**config.mk**
```make
export PLATFORM = sky130hd
export DESIGN_NAME = bce_div_cell
export DESIGN_NICKNAME = d
export VERILOG_FILES = /design/src/hdl/binary_cross_entropy_gradient_defines.svh /design/src/hdl/bce_pkg.sv /design/src/hdl/bce_div_cell.sv
export SDC_FILE = /design/constraint.sdc
export NUM_CORES = 1
export LEC_CHECK = 0
export BUFFER_PORTS_ARGS = -buffer_cell sky130_fd_sc_hd__buf_2
export CORE_AREA = 2 2 131 133
export CTS_CLUSTER_SIZE = 24
export DETAILED_ROUTE_END_ITERATION = 8
export DIE_AREA = 0 0 133 135
export HOLD_SLACK_MARGIN = 0.12
export PLACE_DENSITY_LB_ADDON = 0.15
export SLEW_MARGIN = 20
export SYNTH_ARGS = -nofsm -noshare
export SYNTH_HDL_FRONTEND = slang
export SYNTH_SLANG_ARGS = --single-unit
```
**constraint.sdc**
```tcl
create_clock -name clock -period 4.1 [get_ports clock]
set_input_delay 0 -clock clock [delete_from_list [all_inputs] [get_ports clock]]
set_output_delay 0 -clock clock [all_outputs]
set_load 0.01 [all_outputs]
```
**src/hdl/binary_cross_entropy_gradient_defines.svh**
```systemverilog
// Assertion macros shared by the binary cross-entropy gradient RTL.
`ifndef BINARY_CROSS_ENTROPY_GRADIENT_DEFINES_SVH
`define BINARY_CROSS_ENTROPY_GRADIENT_DEFINES_SVH

// Same-cycle implication, disabled while reset is high.
`define BCE_ASSERT_IMPL(lbl, clk, rst, ante, cons) \
   lbl: assert property (@(posedge clk) disable iff (rst) (ante) |-> (cons)) \
      else $error("bce assertion failed");

// Next-cycle implication, disabled while reset is high.
`define BCE_ASSERT_NEXT(lbl, clk, rst, ante, cons) \
   lbl: assert property (@(posedge clk) disable iff (rst) (ante) |=> (cons)) \
      else $error("bce assertion failed");

`endif

```
**src/hdl/bce_pkg.sv**
```systemverilog
// Shared constants, log2 table and pipeline types of the BCE gradient block.
package bce_pkg;

   localparam int LOG_TABLE_SIZE = 256;
   localparam int LOG_AW = $clog2(LOG_TABLE_SIZE + 1);
   localparam int QUO_BITS = 33;
   localparam logic [31:0] LN2_Q32 = 32'd2977044472;

   typedef logic [24:0] log_tab_type [0:LOG_TABLE_SIZE];

   // T[i] = log2(1 + i/SIZE) in Q1.24 by repeated squaring, truncated.
   function automatic log_tab_type build_log_tab();
      log_tab_type tab;
      logic [63:0] y;
      logic [24:0] acc;
      for (int i = 0; i < LOG_TABLE_SIZE; i++) begin
         y = ((64'(LOG_TABLE_SIZE) + 64'(i)) << 30) / LOG_TABLE_SIZE;
         acc = '0;
         for (int b = 0; b < 24; b++) begin
            y = (y * y) >> 30;
            acc = acc << 1;
            if (y >= 64'h8000_0000) begin
               acc = acc | 25'd1;
               y = y >> 1;
            end
         end
         tab[i] = acc;
      end
      tab[LOG_TABLE_SIZE] = 25'h100_0000;
      return tab;
   endfunction

   localparam log_tab_type LOG_TAB = build_log_tab();

   // Data that rides along the divider chain untouched.
   typedef struct packed {
      logic        valid;
      logic        pneg;
      logic        gneg;
      logic        gzero;
      logic        pzero;
      logic        lzero;
      logic [31:0] gl;
      logic        glsat;
   } pass_type;

   typedef struct packed {
      pass_type              pass;
      logic [30:0]           rem;
      logic [QUO_BITS-1:0]   nb;
      logic [QUO_BITS-1:0]   quo;
      logic [30:0]           den;
      logic                  ovf;
   } div_stage_type;

endpackage

```
**src/hdl/bce_div_cell.sv**
```systemverilog
// One restoring-division step: a quotient bit per cell, passed to the next.
module bce_div_cell (
   input  logic                  clock,
   input  logic                  reset,
   input  bce_pkg::div_stage_type d_in,
   output bce_pkg::div_stage_type d_out
);

   logic [31:0] t;
   logic ge;
   bce_pkg::div_stage_type nxt_in, d_ff;

   always_comb begin
      t = {d_in.rem, d_in.nb[bce_pkg::QUO_BITS-1]};
      ge = t >= {1'b0, d_in.den};
      nxt_in = d_in;
      nxt_in.rem = ge ? 31'(t - {1'b0, d_in.den}) : t[30:0];
      nxt_in.nb = {d_in.nb[bce_pkg::QUO_BITS-2:0], 1'b0};
      nxt_in.quo = {d_in.quo[bce_pkg::QUO_BITS-2:0], ge};
   end

   always_ff @(posedge clock) begin
      if (reset) begin
         d_ff.pass.valid <= 1'b0;
      end else begin
         d_ff <= nxt_in;
      end
   end

   assign d_out = d_ff;

endmodule

```
==> impl_summary.log <==
INFO  metric synth.yosys.warnings = 0
INFO  metric wl = 23.2 mm
INFO  metric synth.distinct_cells = 54
INFO  metric drc = 0
INFO  metric drv_cap = 0
INFO  metric finalHoldViolations = 0
INFO  metric routability_congestion_estimate_from_global_placement = 0.875
INFO  metric number_of_cts_inserted_buffers = 17
INFO  metric first_pass_grt_wire_length = 34.5 mm
INFO  metric pwr_density_cell = 398 mW/mm^2
INFO  metric track_usage = 0.255
INFO  metric cts.clk_slew.worst_paths = 70 ps
INFO  metric fin_total_pwr = 4510 uW
INFO  metric via_count_of_the_first_global_routing_pass = 6313
INFO  metric critical_path_peak_fanout = 6
INFO  metric viasPerCell = 4.89
INFO  metric hold-worst-slack = 278 ps
INFO  metric fill_cell_total_of_the_finished_layout = 1179
INFO  metric synth_edf_count = 166
INFO  metric critical_path.startpoint_type = primary input
INFO  metric total_placed_cells_including_tap_cells = 1054
INFO  metric synth.area.top_cells = edfxtp_1, ha_1, o21ai_0
INFO  metric cts_tree = built
INFO  metric die_area = 0.0180 sq mm
INFO  metric finalNetCount = 1223
INFO  metric ios = 338
INFO  metric mappedNetlistNets = 714
INFO  metric floorplan.initialDensity = 0.437
INFO  metric worstPathArrival = 3420 ps
INFO  metric dominant_register_cell_in_the_synthesized_netlist = edfxtp_1
INFO  metric seq_area_frac_synth = 0.698
INFO  metric antenna_found_initial = 2
INFO  metric ctsRootBufferMaster = clkbuf_16
INFO  metric final-seq-area = 0.00500 sq mm
INFO  metric setup_total_negative_slack = 0 ps
INFO  metric combined_area_of_the_multi_input_logic_cells = 0.00190 sq mm
INFO  metric port-buffer-count = 335
INFO  metric detailroute.via_count = 6131
INFO  metric netlist.top_cell.by_area = edfxtp_1
INFO  metric die-width = 133 um
INFO  metric slew_headroom = 0.400
INFO  metric unrepaired_setup_endpoints_after_global_routing = no
INFO  metric instances_no_fill = 1255
INFO  metric ir_worst_vdd = 0.000306 V
INFO  metric leakage = 0.00494 uW
INFO  metric drtPass1Iterations = 6
INFO  metric worst_setup_ep_type = flop
INFO  metric areaGrowthSynthToFinish = 57.8%
INFO  metric htree_num_levels = 4
INFO  metric finalWorstPathRequiredPeriod = 3230 ps
INFO  metric initialDrtViolationCount = 385
INFO  metric hold_path.class = primary input to flop
INFO  metric cts-root-to-sink-buffers = 2
INFO  metric final-max-slew-violation-count = 0
INFO  metric asyncSetResetFlopFracSynth = 0
INFO  metric tightest_slew = 899 ps
INFO  metric yosysTopAreaCellShare = 0.696
INFO  metric worstSetupPathType = primary input to flop
INFO  metric run_status = complete, no violations
INFO  metric synthesis_stage_register_bit_count = 167
INFO  metric largest_reg_flops = 167
INFO  metric grt_max_degree = 100
INFO  metric hpwl = 15.5 mm
INFO  metric syn-mean-instance-area = 14.0 sq um
INFO  metric min_period_over_period = 0.788
INFO  metric syn_area = 0.00717 sq mm
INFO  metric ant_nets = 0
INFO  metric coreArea = 0.0164 sq mm
INFO  metric cts_sinks = 167
INFO  metric postSynthCellCount = 512
INFO  metric setup-violations-final = 0
INFO  metric critical_path_rt = 4290 ps
INFO  metric max_freq = 0.309 GHz
INFO  metric post_route_cells_drive_above_1_share = 0.364
INFO  metric route.detailed.wl_per_inst = 18.5 um
INFO  metric die_height = 135 um
INFO  metric placementRows = 47
INFO  metric globalRouteOverflowTotal = 0
[placed cells by master (no fill, tap or decap), drive strengths merged, types with 8 or more instances in the layout]
| master | Yosys | routed |
|---|---|---|
| ha | 31 | 31 |
| a211oi | 8 | 8 |
| clkbuf | 7 | 18 |
| buf | 10 | 339 |
| a21oi | 35 | 35 |
| xnor2 | 11 | 11 |
| inv | 45 | 49 |
| o21ai | 40 | 40 |
| edfxtp | 166 | 166 |
| nand2 | 47 | 47 |
| nor2 | 14 | 14 |
| xor2 | 12 | 12 |
| dlygate4sd3 | 0 | 168 |
[cells by family after synthesis]
family                   count (synthesis)  share of synthesized area
AO/OA/AOI/OAI                          124                      0.108
XOR/XNOR                                23                     0.0281
adder cells (fa/ha/maj)                 32                     0.0569
buffers and inverters                   62                     0.0367
flip-flops                             167                      0.698
multiplexers                             2                    0.00367
other                                    1                   0.000523
AND/OR/NAND/NOR                        101                     0.0674
[repair_timing]
item                      CTS  global route
hold buffers              168             0
hold endpoints to repair  167             0
buffers inserted            0             0
resized for setup           0             0
[per-stage QoR]
stage	setup slack, ps	area [sq um]	utilization
after global placement	1060	9070	0.553
after global routing	535	11300	0.689
final	868	11300	0.689
after floorplan	381	7170	-
after detailed placement	1050	9070	0.553
after CTS	921	11300	0.689
[worst paths after layout]
path              startpoint         end  slack (ps)  cells past startpoint
setup / recovery     d_in[4]  d_out[127]         870                     11
hold / removal      d_in[41]   d_out[42]         280                      2
[worst max-delay path: stages]
cell and delay [ps]:
dlygate4sd3_1 530, buf_2 120, inv_1 50, ha_1 360, a211oi_1 280, o22ai_1 200
a32oi_1 380, o31ai_1 180, o31ai_1 720, nor4_1 140, o41ai_1 460
[cell usage after synthesis (all sizes together) (4+ instances only)]
library cell	number
xnor2	11
buf	10
o21ai	40
xor2	12
nand4	7
o31ai	7
nand2b	6
a211oi	8
a21o	5
edfxtp	166
ha	31
nand2	47
nor2	14
o21bai	4
and3	6
clkbuf	7
nor2b	6
inv	45
a21oi	35
[cell type report]
cell class / instances / share of cell area
diodes: 2 / 0.000443
clock buffers: 18 / 0.0380
clock inverters: 13 / 0.0110
inverters: 45 / 0.0156
multi-input cells: 283 / 0.168
flip-flops and latches: 167 / 0.443
well taps: 220 / 0.0243
repair buffers: 507 / 0.300
[report_power, final]
part	total (uW)	internal, uW	leakage, uW	switching, uW
logic	870	402	0.00305	468
registers	2110	2070	0.00163	43.5
clock network	1520	840	0.000259	684
total	4510	3310	0.00494	1200
[per-layer routing]
layer	global-route usage	share of wire	vias to the layer above	routed length [um]
li1	-	-	2939	-
met1	0.297	0.40	2881	9160
met2	0.430	0.49	262	11400
met3	0.0837	0.077	49	1780
met4	0.119	0.035	0	807
met5	0	0	-	0
Note: power is estimated with default switching activity, not from simulation.
